<file path="src/hw/rtl/ptq_pkg.sv">
// Shared types and constants for the periodic timer queue.
package ptq_pkg;

    localparam int MAX_TIMERS_DEF = 16;

    localparam logic [31:0] IDLE_WAIT_RESET = 32'(60 * 60 * 1000);

    localparam logic [1:0] ACT_SET   = 2'd0;
    localparam logic [1:0] ACT_KILL  = 2'd1;
    localparam logic [1:0] ACT_POLL  = 2'd2;
    localparam logic [1:0] ACT_QUERY = 2'd3;

    localparam logic [1:0] ST_DONE      = 2'd0;
    localparam logic [1:0] ST_FULL      = 2'd1;
    localparam logic [1:0] ST_NOT_FOUND = 2'd2;

    typedef struct packed {
        logic [31:0] id;
        logic [31:0] period;
        logic [63:0] deadline;
    } entry_t;

    typedef struct packed {
        logic [1:0]  status;
        logic        fired;
        logic [31:0] fired_id;
        logic [63:0] wait_time;
        logic        table_empty;
    } res_t;

endpackage

</file>
<file path="src/hw/rtl/ptq_slot_mem.sv">
// Slot storage: id, period and deadline per timer, one write and one registered read port.
module ptq_slot_mem
    import ptq_pkg::*;
#(
    parameter int MAX_TIMERS = MAX_TIMERS_DEF,
    localparam int IDX_W = (MAX_TIMERS > 1) ? $clog2(MAX_TIMERS) : 1
)
(
    input  logic             clk,
    input  logic             wr_en,
    input  logic [IDX_W-1:0] wr_addr,
    input  entry_t           wr_data,
    input  logic [IDX_W-1:0] rd_addr,
    output entry_t           rd_data
);

    entry_t slot_mem [MAX_TIMERS];
    entry_t rd_data_reg;

    always_ff @(posedge clk)
    begin
        if (wr_en)
        begin
            slot_mem[wr_addr] <= wr_data;
        end
        rd_data_reg <= slot_mem[rd_addr];
    end

    assign rd_data = rd_data_reg;

endmodule

</file>
<file path="src/hw/rtl/ptq_ctrl.sv">
// Sequencer: scans the slots through one shared compare unit and applies each command.
module ptq_ctrl
    import ptq_pkg::*;
#(
    parameter int MAX_TIMERS = MAX_TIMERS_DEF,
    localparam int IDX_W = (MAX_TIMERS > 1) ? $clog2(MAX_TIMERS) : 1
)
(
    input  logic             clk,
    input  logic             rst_n,
    input  logic             in_valid,
    output logic             in_stall,
    input  logic [1:0]       action,
    input  logic [31:0]      timer_id,
    input  logic [31:0]      interval,
    input  logic [63:0]      now,
    input  logic [31:0]      idle_wait,
    output logic             res_valid,
    input  logic             res_ready,
    output res_t             res,
    output logic             mem_wr_en,
    output logic [IDX_W-1:0] mem_wr_addr,
    output entry_t           mem_wr_data,
    output logic [IDX_W-1:0] mem_rd_addr,
    input  entry_t           mem_rd_data
);

    typedef enum logic [2:0] {
        S_IDLE,
        S_SCAN,
        S_TAIL,
        S_FIN,
        S_OUT
    } state_t;

    localparam logic [IDX_W-1:0] LAST_IDX = IDX_W'(MAX_TIMERS - 1);

    state_t                state_reg,       state_next;
    logic [1:0]            cmd_action_reg,  cmd_action_next;
    logic [31:0]           cmd_id_reg,      cmd_id_next;
    logic [31:0]           cmd_ival_reg,    cmd_ival_next;
    logic [63:0]           cmd_now_reg,     cmd_now_next;
    logic [IDX_W-1:0]      scan_idx_reg,    scan_idx_next;
    logic                  eval_vld_reg,    eval_vld_next;
    logic [IDX_W-1:0]      eval_idx_reg,    eval_idx_next;
    logic [MAX_TIMERS-1:0] valid_reg,       valid_next;
    logic                  match_found_reg, match_found_next;
    logic [IDX_W-1:0]      match_idx_reg,   match_idx_next;
    logic                  free_found_reg,  free_found_next;
    logic [IDX_W-1:0]      free_idx_reg,    free_idx_next;
    logic                  best_found_reg,  best_found_next;
    logic [IDX_W-1:0]      best_idx_reg,    best_idx_next;
    logic [63:0]           best_dl_reg,     best_dl_next;
    logic [31:0]           best_id_reg,     best_id_next;
    logic [31:0]           best_per_reg,    best_per_next;
    res_t                  res_reg,         res_next;

    logic eval_slot_valid;
    logic earlier;

    assign eval_slot_valid = valid_reg[eval_idx_reg];
    assign earlier = !best_found_reg
                     || (mem_rd_data.deadline < best_dl_reg)
                     || ((mem_rd_data.deadline == best_dl_reg)
                         && (mem_rd_data.id < best_id_reg));

    assign in_stall    = (state_reg != S_IDLE);
    assign res_valid   = (state_reg == S_OUT);
    assign res         = res_reg;
    assign mem_rd_addr = scan_idx_reg;

    always_comb
    begin
        state_next       = state_reg;
        cmd_action_next  = cmd_action_reg;
        cmd_id_next      = cmd_id_reg;
        cmd_ival_next    = cmd_ival_reg;
        cmd_now_next     = cmd_now_reg;
        scan_idx_next    = scan_idx_reg;
        eval_vld_next    = 1'b0;
        eval_idx_next    = scan_idx_reg;
        valid_next       = valid_reg;
        match_found_next = match_found_reg;
        match_idx_next   = match_idx_reg;
        free_found_next  = free_found_reg;
        free_idx_next    = free_idx_reg;
        best_found_next  = best_found_reg;
        best_idx_next    = best_idx_reg;
        best_dl_next     = best_dl_reg;
        best_id_next     = best_id_reg;
        best_per_next    = best_per_reg;
        res_next         = res_reg;
        mem_wr_en        = 1'b0;
        mem_wr_addr      = best_idx_reg;
        mem_wr_data      = '{id: best_id_reg, period: best_per_reg,
                             deadline: best_dl_reg + {32'd0, best_per_reg}};

        // fold the slot read last cycle into the running results
        if (eval_vld_reg)
        begin
            if (eval_slot_valid && (mem_rd_data.id == cmd_id_reg) && !match_found_reg)
            begin
                match_found_next = 1'b1;
                match_idx_next   = eval_idx_reg;
            end
            if (!eval_slot_valid && !free_found_reg)
            begin
                free_found_next = 1'b1;
                free_idx_next   = eval_idx_reg;
            end
            if (eval_slot_valid && earlier)
            begin
                best_found_next = 1'b1;
                best_idx_next   = eval_idx_reg;
                best_dl_next    = mem_rd_data.deadline;
                best_id_next    = mem_rd_data.id;
                best_per_next   = mem_rd_data.period;
            end
        end

        case (state_reg)
            S_IDLE:
            begin
                if (in_valid)
                begin
                    cmd_action_next  = action;
                    cmd_id_next      = timer_id;
                    cmd_ival_next    = interval;
                    cmd_now_next     = now;
                    scan_idx_next    = '0;
                    match_found_next = 1'b0;
                    free_found_next  = 1'b0;
                    best_found_next  = 1'b0;
                    state_next       = S_SCAN;
                end
            end
            S_SCAN:
            begin
                eval_vld_next = 1'b1;
                if (scan_idx_reg == LAST_IDX)
                begin
                    state_next = S_TAIL;
                end
                else
                begin
                    scan_idx_next = scan_idx_reg + 1'b1;
                end
            end
            S_TAIL:
            begin
                state_next = S_FIN;
            end
            S_FIN:
            begin
                res_next.status    = ST_DONE;
                res_next.fired     = 1'b0;
                res_next.fired_id  = '0;
                res_next.wait_time = '0;
                case (cmd_action_reg)
                    ACT_SET:
                    begin
                        if (match_found_reg || free_found_reg)
                        begin
                            mem_wr_en   = 1'b1;
                            mem_wr_addr = match_found_reg ? match_idx_reg : free_idx_reg;
                            mem_wr_data = '{id: cmd_id_reg, period: cmd_ival_reg,
                                            deadline: cmd_now_reg + {32'd0, cmd_ival_reg}};
                            valid_next[mem_wr_addr] = 1'b1;
                        end
                        else
                        begin
                            res_next.status = ST_FULL;
                        end
                    end
                    ACT_KILL:
                    begin
                        if (match_found_reg)
                        begin
                            valid_next[match_idx_reg] = 1'b0;
                        end
                        else
                        begin
                            res_next.status = ST_NOT_FOUND;
                        end
                    end
                    ACT_POLL:
                    begin
                        if (best_found_reg && (cmd_now_reg >= best_dl_reg))
                        begin
                            mem_wr_en         = 1'b1;
                            res_next.fired    = 1'b1;
                            res_next.fired_id = best_id_reg;
                        end
                    end
                    default:
                    begin
                        if (!best_found_reg)
                        begin
                            res_next.wait_time = {32'd0, idle_wait};
                        end
                        else if (cmd_now_reg <= best_dl_reg)
                        begin
                            res_next.wait_time = best_dl_reg - cmd_now_reg;
                        end
                    end
                endcase
                res_next.table_empty = ~|valid_next;
                state_next = S_OUT;
            end
            S_OUT:
            begin
                if (res_ready)
                begin
                    state_next = S_IDLE;
                end
            end
            default:
            begin
                state_next = S_IDLE;
            end
        endcase
    end

    always_ff @(posedge clk or negedge rst_n)
    begin
        if (!rst_n)
        begin
            state_reg       <= S_IDLE;
            cmd_action_reg  <= ACT_SET;
            cmd_id_reg      <= '0;
            cmd_ival_reg    <= '0;
            cmd_now_reg     <= '0;
            scan_idx_reg    <= '0;
            eval_vld_reg    <= 1'b0;
            eval_idx_reg    <= '0;
            valid_reg       <= '0;
            match_found_reg <= 1'b0;
            match_idx_reg   <= '0;
            free_found_reg  <= 1'b0;
            free_idx_reg    <= '0;
            best_found_reg  <= 1'b0;
            best_idx_reg    <= '0;
            best_dl_reg     <= '0;
            best_id_reg     <= '0;
            best_per_reg    <= '0;
            res_reg         <= '0;
        end
        else
        begin
            state_reg       <= state_next;
            cmd_action_reg  <= cmd_action_next;
            cmd_id_reg      <= cmd_id_next;
            cmd_ival_reg    <= cmd_ival_next;
            cmd_now_reg     <= cmd_now_next;
            scan_idx_reg    <= scan_idx_next;
            eval_vld_reg    <= eval_vld_next;
            eval_idx_reg    <= eval_idx_next;
            valid_reg       <= valid_next;
            match_found_reg <= match_found_next;
            match_idx_reg   <= match_idx_next;
            free_found_reg  <= free_found_next;
            free_idx_reg    <= free_idx_next;
            best_found_reg  <= best_found_next;
            best_idx_reg    <= best_idx_next;
            best_dl_reg     <= best_dl_next;
            best_id_reg     <= best_id_next;
            best_per_reg    <= best_per_next;
            res_reg         <= res_next;
        end
    end

endmodule

</file>
<file path="src/hw/rtl/periodic_timer_queue_unit.sv">
// Periodic timer queue: config register, slot storage, sequencer and output register.
// Transactions do not overlap: in_stall holds off the next one until the one-slot-per-cycle
//   scan through the single read port of the slot memory and the result hand-off are done.
// Reset: all slots inactive, idle_wait back to 3600000, output register empty.
// A finished result waits in the output register while the next transaction is taken.
module periodic_timer_queue_unit
    import ptq_pkg::*;
#(
    parameter int MAX_TIMERS = MAX_TIMERS_DEF
)
(
    input  logic        clk,
    input  logic        rst_n,
    input  logic        cfg_wr_en,
    input  logic [31:0] cfg_wr_data,
    input  logic        in_valid,
    output logic        in_stall,
    input  logic [1:0]  action,
    input  logic [31:0] timer_id,
    input  logic [31:0] interval,
    input  logic [63:0] now,
    output logic        out_valid,
    input  logic        out_stall,
    output logic [1:0]  status,
    output logic        fired,
    output logic [31:0] fired_id,
    output logic [63:0] wait_time,
    output logic        table_empty
);

    localparam int IDX_W = (MAX_TIMERS > 1) ? $clog2(MAX_TIMERS) : 1;

    logic [31:0]      idle_wait_reg;
    logic             out_valid_reg;
    res_t             out_res_reg;
    logic             res_valid;
    logic             res_ready;
    res_t             res;
    logic             mem_wr_en;
    logic [IDX_W-1:0] mem_wr_addr;
    entry_t           mem_wr_data;
    logic [IDX_W-1:0] mem_rd_addr;
    entry_t           mem_rd_data;

    assign res_ready = !out_valid_reg || !out_stall;

    always_ff @(posedge clk or negedge rst_n)
    begin
        if (!rst_n)
        begin
            idle_wait_reg <= IDLE_WAIT_RESET;
            out_valid_reg <= 1'b0;
            out_res_reg   <= '0;
        end
        else
        begin
            if (cfg_wr_en)
            begin
                idle_wait_reg <= cfg_wr_data;
            end
            if (res_valid && res_ready)
            begin
                out_valid_reg <= 1'b1;
                out_res_reg   <= res;
            end
            else if (!out_stall)
            begin
                out_valid_reg <= 1'b0;
            end
        end
    end

    ptq_slot_mem #(
        .MAX_TIMERS (MAX_TIMERS)
    ) u_slot_mem (
        .clk     (clk),
        .wr_en   (mem_wr_en),
        .wr_addr (mem_wr_addr),
        .wr_data (mem_wr_data),
        .rd_addr (mem_rd_addr),
        .rd_data (mem_rd_data)
    );

    ptq_ctrl #(
        .MAX_TIMERS (MAX_TIMERS)
    ) u_ctrl (
        .clk         (clk),
        .rst_n       (rst_n),
        .in_valid    (in_valid),
        .in_stall    (in_stall),
        .action      (action),
        .timer_id    (timer_id),
        .interval    (interval),
        .now         (now),
        .idle_wait   (idle_wait_reg),
        .res_valid   (res_valid),
        .res_ready   (res_ready),
        .res         (res),
        .mem_wr_en   (mem_wr_en),
        .mem_wr_addr (mem_wr_addr),
        .mem_wr_data (mem_wr_data),
        .mem_rd_addr (mem_rd_addr),
        .mem_rd_data (mem_rd_data)
    );

    assign out_valid   = out_valid_reg;
    assign status      = out_res_reg.status;
    assign fired       = out_res_reg.fired;
    assign fired_id    = out_res_reg.fired_id;
    assign wait_time   = out_res_reg.wait_time;
    assign table_empty = out_res_reg.table_empty;

endmodule

</file>
<file path="config.mk">
export PLATFORM = sky130hd
export DESIGN_NAME = periodic_timer_queue_unit
export DESIGN_NICKNAME = d
export VERILOG_FILES = /design/src/hw/rtl/ptq_pkg.sv /design/src/hw/rtl/ptq_slot_mem.sv /design/src/hw/rtl/ptq_ctrl.sv /design/src/hw/rtl/periodic_timer_queue_unit.sv
export SDC_FILE = /design/constraint.sdc
export NUM_CORES = 2
export LEC_CHECK = 0
export CAP_MARGIN = 20
export CORE_AREA = 2 2 481 483
export CTS_BUF_LIST = sky130_fd_sc_hd__clkbuf_16
export CTS_CLUSTER_SIZE = 20
export DETAILED_ROUTE_END_ITERATION = 10
export DIE_AREA = 0 0 483 485
export DONT_BUFFER_PORTS = 1
export SYNTH_ARGS = -nofsm -noshare
export SYNTH_HDL_FRONTEND = slang
export SYNTH_SLANG_ARGS = --single-unit
</file>
<file path="constraint.sdc">
create_clock -name clk -period 21.9 [get_ports clk]
set_input_delay 4.38 -clock clk [delete_from_list [all_inputs] [get_ports clk]]
set_output_delay 4.38 -clock clk [all_outputs]
set_load 0.02 [all_outputs]
</file>
* Word level (Yosys, flattened, before mapping)
Memories as Yosys holds them, arrays and structs flattened. A register that Yosys moved wholly into a read port is not among the register bits.
Cells that the tools add are included.
Widths: inputs -> output; s select.
** Word-level totals
- Bits in writable memories :: 2048
- Memory bits (read-only) :: 0
- Memories kept :: 1
- Output and inout port bits :: 102
- Bits in registers :: 534
- Input bits :: 167
- Bits in latches :: 0
** Memory list
- u_slot_mem.slot_mem :: depth 16, width 128, rd ports 1, clocked after memory_dff 1, write ports 1, RTL line ptq_slot_mem.sv:17 : entry_t slot_mem [MAX_TIMERS];
** Operators by class
- Reduce and logical (&&, ||, !) cells :: 32
- Add/sub/neg operators :: 4
- Shift operators :: 0
- Magnitude comparators :: 9
- $mul :: 0
- Bitwise logic cells :: 3
- Multiplexer cells :: 53
- Div/mod/pow operators :: 0
- Eq/ne operators :: 14
** Operators with widths (count)
- $mux 128 :: 3
- $mux 64 :: 3
- $add 64x32->64 :: 2
- $mux 33 :: 2
- $eq 64x64->1 :: 1
- $ge 64x64->1 :: 1
- $le 64x64->1 :: 1
- $lt 64x64->1 :: 1
- $sub 64x64->64 :: 1
- $mux 16 :: 3
- $eq 32x32->1 :: 1
- $lt 32x32->1 :: 1
- $pmux 16 s2 :: 1
- $mux 1 :: 24
- $mux 4 :: 6
- $and 16x16->16 :: 1
- $not 16->16 :: 1
- $or 16x16->16 :: 1
- $reduce_or 16->1 :: 1
- $lt 4x5->1 const B :: 3
- $pmux 3 s5 :: 1
- $logic_and 1x1->1 :: 9
- $mux 3 :: 3
- $demux 1 s4 :: 2
- 24 further kinds :: 42

* Logic depth before layout (Yosys ltp)
- Word-level depth :: 11
- Gate-level depth with buffers :: 15

* Cells and area by module
Synthesis repeated with hierarchy kept, for this count alone.
** Unflattened totals
- Cell total of the unflattened synthesis :: 6935
- Area total of the unflattened synthesis :: 113132.3 um^2
** By module, submodules not included
- ptq_slot_mem :: cells an instance 3357, times used 1, area each 79444.9 um^2
- ptq_ctrl :: cells an instance 3295, times used 1, area each 28215.8 um^2
- periodic_timer_queue_unit :: cells an instance 283, times used 1, area each 5471.5 um^2

* Worst setup path before layout
Ideal clock, no wire load.
- Path type :: reg2reg
- Start :: reg u_ctrl.best_dl_reg[0]
- End :: mem u_slot_mem.slot_mem[15][0] (netlist bit), enable pin
- Setup time :: 772 ps
- Cell stages (with the launch flop) :: 15
- Path slack :: 9151 ps
- Clock period less this slack :: 12749 ps
- Arrival :: 11978 ps
- Cell sequence :: dfrtp_1 > inv_1 > ha_1 > inv_1 > fa_1 > a211oi_1 > nor2_1 > a21oi_1 > o221ai_2 > a21oi_2 > o31a_4 > o21ai_2 > a2111oi_4 > a21oi_4 > nor3_1
** On the way
- Cells in the longest elaborated chain, start to end :: 7
** Ends and longest elaborated chain
- start, declared :: RTL line ptq_ctrl.sv:53 : logic [63:0] best_dl_reg, best_dl_next;
- start signal, assigned :: RTL line ptq_ctrl.sv:265 : best_dl_reg <= best_dl_next;
- $ge 64x64->1 :: RTL line ptq_ctrl.sv:188 : if (best_found_reg && (cmd_now_reg >= best_dl_reg))
- $logic_and 1x1->1 :: RTL line ptq_ctrl.sv:188
- $mux 1 :: RTL line ptq_ctrl.sv:188
- $pmux 1 s2 :: RTL line ptq_ctrl.sv:159 : case (cmd_action_reg)
- $mux 1 :: RTL line ptq_ctrl.sv:121 : case (state_reg)
- $mux 1 :: RTL line ptq_slot_mem.sv:22 : if (wr_en)
- $mux 1 (implied by the code) :: RTL line ptq_slot_mem.sv:24 : slot_mem[wr_addr] <= wr_data;
- end, declared :: RTL line ptq_slot_mem.sv:17
No other way between the ends.

* Worst setup path in the final report
- Start :: reg u_ctrl.best_dl_reg[0]
- End :: mem u_slot_mem.slot_mem[10][97] (netlist bit), enable pin
Same word-level chain as after synthesis.

==> results.txt <==
Comb pwr share: 37.8%
GRT overflow: 0
Largest net degree at the start of global routing: 535
Peak Freq: 0.1292 GHz
Post-synth EDFFs: 2048
# port buffers: 0
Outcome: complete, but fails checks
Ys Warns: 0
Final nets: 7473
H-tree lvl count: 5
Reg clk slew, reported paths: 0.06 ns
Setup Total Neg Slack: 0 ns
Worst Hold Class: reg2reg
Element type at the critical path start: flop
Internal power: 12.87 mW
Synth Area in Compound Gates: 6.050%
Largest family of logic cells by synthesized area: multiplexers
First-pass GRT wire length: 460500 um
Maximum vdd drop: 153.7 uV
Worst reg-to-reg path cell count: 19
Drt first pass iters: 6
Net count after synthesis: 7340
Final worst path period need: 7.741 ns
Worst setup margin: 14.16 ns
CP Max Fanout: 42
Vias in the first global route: 64490
Pwr Total: 20.25 mW
Maximum Capacitance Violations: 0
Worst Skew: 0.06149 ns
Detailed Place HPWL: 187800 um
Final setup fails: 0
Io pins: 269
DRC: 0
Inserted Clock Buffers: 302
Hold Vio Cnt, Final: 0
Hold Path Stages: 2
Mapped cell area: 113900 um2
Worst slew pin tran: 1.589 ns
Initial core utilization: 49.74%
Mapped Cells: 6946
Asr flop ratio synth: 19.70%
Final period util: 35.35%
Layout cell share with drive strength beyond 1: 20.67%
Final Util: 55.70%
Power per cell area: 158.8 nW/um2
Distinct cell type count after synthesis: 85
CTS Root Cell: clkbuf_16
Hold_sp: u_slot_mem.rd_data[92]
Leading cell type in the layout, fill and taps excluded: edfxtp_1
Avg Cell Area, Syn: 16.40 um2
Switching power: 7.384 mW
R2r startpoint: u_ctrl.best_dl_reg[0]
Final WL: 317900 um
Predominant post-synthesis flop cell: edfxtp_1
Synth Register Bits: 2710
ANT nets after route: 0
Slew Limit Fails: 140
Clock share of power: 23.6%
CTS Hold Bufs: 0
Buffers inserted by post-CTS timing repair: 0
Sequential cell area fraction in the yosys report: 67.97%
Vias per cell: 6.218
Min Hold Slack: 0.4759 ns
DR vias: 64440
GPL Wtd Cong: 0.9489
Critical path arrival: 8.27 ns
Place WS: 14.21 ns
Largest register FFs: 2048
Die Y: 485 um
RSZ-0062 raised after global routing: false
Number of DRC markers in iteration 0: 6818
Post-Synth Simple-Gate Area: 4.955%
Required @ worst endpoint: 22.43 ns
Commonest non-fill, non-tap cells in the layout: edfxtp_1 (2048), mux4_2 (645), nand2_1 (545)
Die ar.: 234300 um2
WL/cell: 30.68 um
Post-Synth Adder-Cell Area: 2.513%
Reg2reg setup slack: 14.16 ns
All-Layer GR Usage: 27.06%
Skew-Pair Late Insertion Delay: 0.95 ns
Area Overhead vs Synth: 11.97%
Initial antenna violation count: 47
CTS tree: done
Core area: 229000 um2
Violated checks: max-slew violations
FP Rows: 176
Switching Fraction: 36.45%
Worst hold endpoint: u_ctrl.best_per_reg[28]
Clock sink count: 2710
Sequential Power Share: 38.6%
Die span in x: 483 um
XOR/XNOR share of the synthesized area: 1.568%
Relative slew slack: -5.964%
CP Capture Type: flop
LEAKAGE: 44.59 nW
Post-cts sizing count: 0
Mux contribution to synthesized area: 15.03%
CP Class: reg2reg
Clk buf depth: 4
Reg-to-Reg End: u_slot_mem.slot_mem[10][97]
[critical path: stages, from the launching register on]
cell	delay (ns)
dfrtp_1	0.43
inv_1	0.08
ha_1	0.17
inv_1	0.06
fa_1	0.45
a211oi_1	0.27
nor2_1	0.13
a21oi_1	0.16
buf_4	0.17
o221ai_2	0.17
a21oi_2	0.39
o31a_4	0.32
o21ai_2	0.10
a2111oi_4	0.31
buf_4	0.51
a21boi_4	0.25
nor2_4	0.69
buf_4	0.87
buf_4	0.76
buf_4	0.78
[logic make-up after synthesis]
kind of cell             Yosys count
flip-flops                      2710
AND/OR/NAND/NOR                 1259
AO/OA/AOI/OAI                   1100
multiplexers                     878
buffers and inverters            568
adder cells (fa/ha/maj)          227
XOR/XNOR                         204
[area by class of cell]
cell class                      instances  area (um2)
Sequential cell                      2710       77450
Timing Repair Buffer                  192        1760
Multi-Input combinational cell       3668       34490
Clock buffer                          308        7707
Inverter                              205       769.5
Tap cell                             3026        3786
Clock inverter                        223        1515
Fill cell                           17960      101500
Antenna cell                           31       77.57
[power by group through the flow]
stage          Combinational (mW)  Clock [mW]  Sequential, mW
2_1_floorplan                5.11           0            7.54
5_1_grt                      8.29        5.06            7.87
4_1_cts                      7.50        4.86            7.83
3_5_place_dp                 7.46           0            7.93
6_report                     7.66        4.77            7.82
3_3_place_gp                 7.34           0            7.92
[how the worst max path moves through the flow]
stage	startpoint	slack, ns	cells after the start	to
3_5_place_dp	u_ctrl.best_dl_reg[0]	14.21	19	u_slot_mem.slot_mem[10][109]
6_report	u_ctrl.best_dl_reg[0]	14.16	19	u_slot_mem.slot_mem[10][97]
5_1_grt	u_ctrl.best_dl_reg[0]	13.82	19	u_slot_mem.slot_mem[10][97]
2_1_floorplan	u_ctrl.best_dl_reg[0]	9.15	14	u_slot_mem.slot_mem[15][0]
4_1_cts	u_ctrl.best_dl_reg[0]	14.15	19	u_slot_mem.slot_mem[10][100]
3_3_place_gp	u_ctrl.best_dl_reg[0]	14.27	19	u_slot_mem.slot_mem[10][99]
[per-layer routing]
layer	global-route usage, %	part of all wire (%)	vias to the layer above
met5	0	0.035	-
met4	11.38	4.4	18
met3	4.195	6.3	599
met2	42.91	47	2432
met1	37.66	42	33890
li1	-	-	27500
[metrics by stage]
step / std cells / cell area (um2)
3_5_place_dp: 9770 / 118000
3_3_place_gp: 9760 / 117900
4_1_cts: 10300 / 127200
6_report: 10360 / 127600
2_1_floorplan: 6946 / 113900
5_1_grt: 10350 / 127500
[synth_stat cells, drive strengths merged, types with 16 or more instances]
cell / instances / area share [%]
edfxtp: 2048 / 54
nand2b: 25 / 0.14
a21o: 107 / 0.71
o21ai: 284 / 1.3
o21a: 19 / 0.13
mux2i: 25 / 0.22
a22oi: 44 / 0.29
and3: 17 / 0.094
a31oi: 22 / 0.12
o21bai: 25 / 0.16
xor2: 89 / 0.68
nor3: 52 / 0.23
and2: 20 / 0.11
inv: 205 / 0.68
nand3: 185 / 0.81
o211ai: 140 / 0.92
nor2b: 16 / 0.088
a21oi: 335 / 1.5
xnor2: 115 / 0.88
ha: 224 / 2.5
mux2: 208 / 2.1
a22o: 34 / 0.26
clkbuf: 283 / 0.93
nand2: 546 / 1.8
dfrtp: 523 / 11
or3: 18 / 0.099
nor4: 27 / 0.15
nor2: 258 / 0.85
nand4: 57 / 0.32
dfxtp: 128 / 2.2
buf: 80 / 0.30
mux4: 645 / 13
Note: power is estimated with default switching activity, not from simulation.
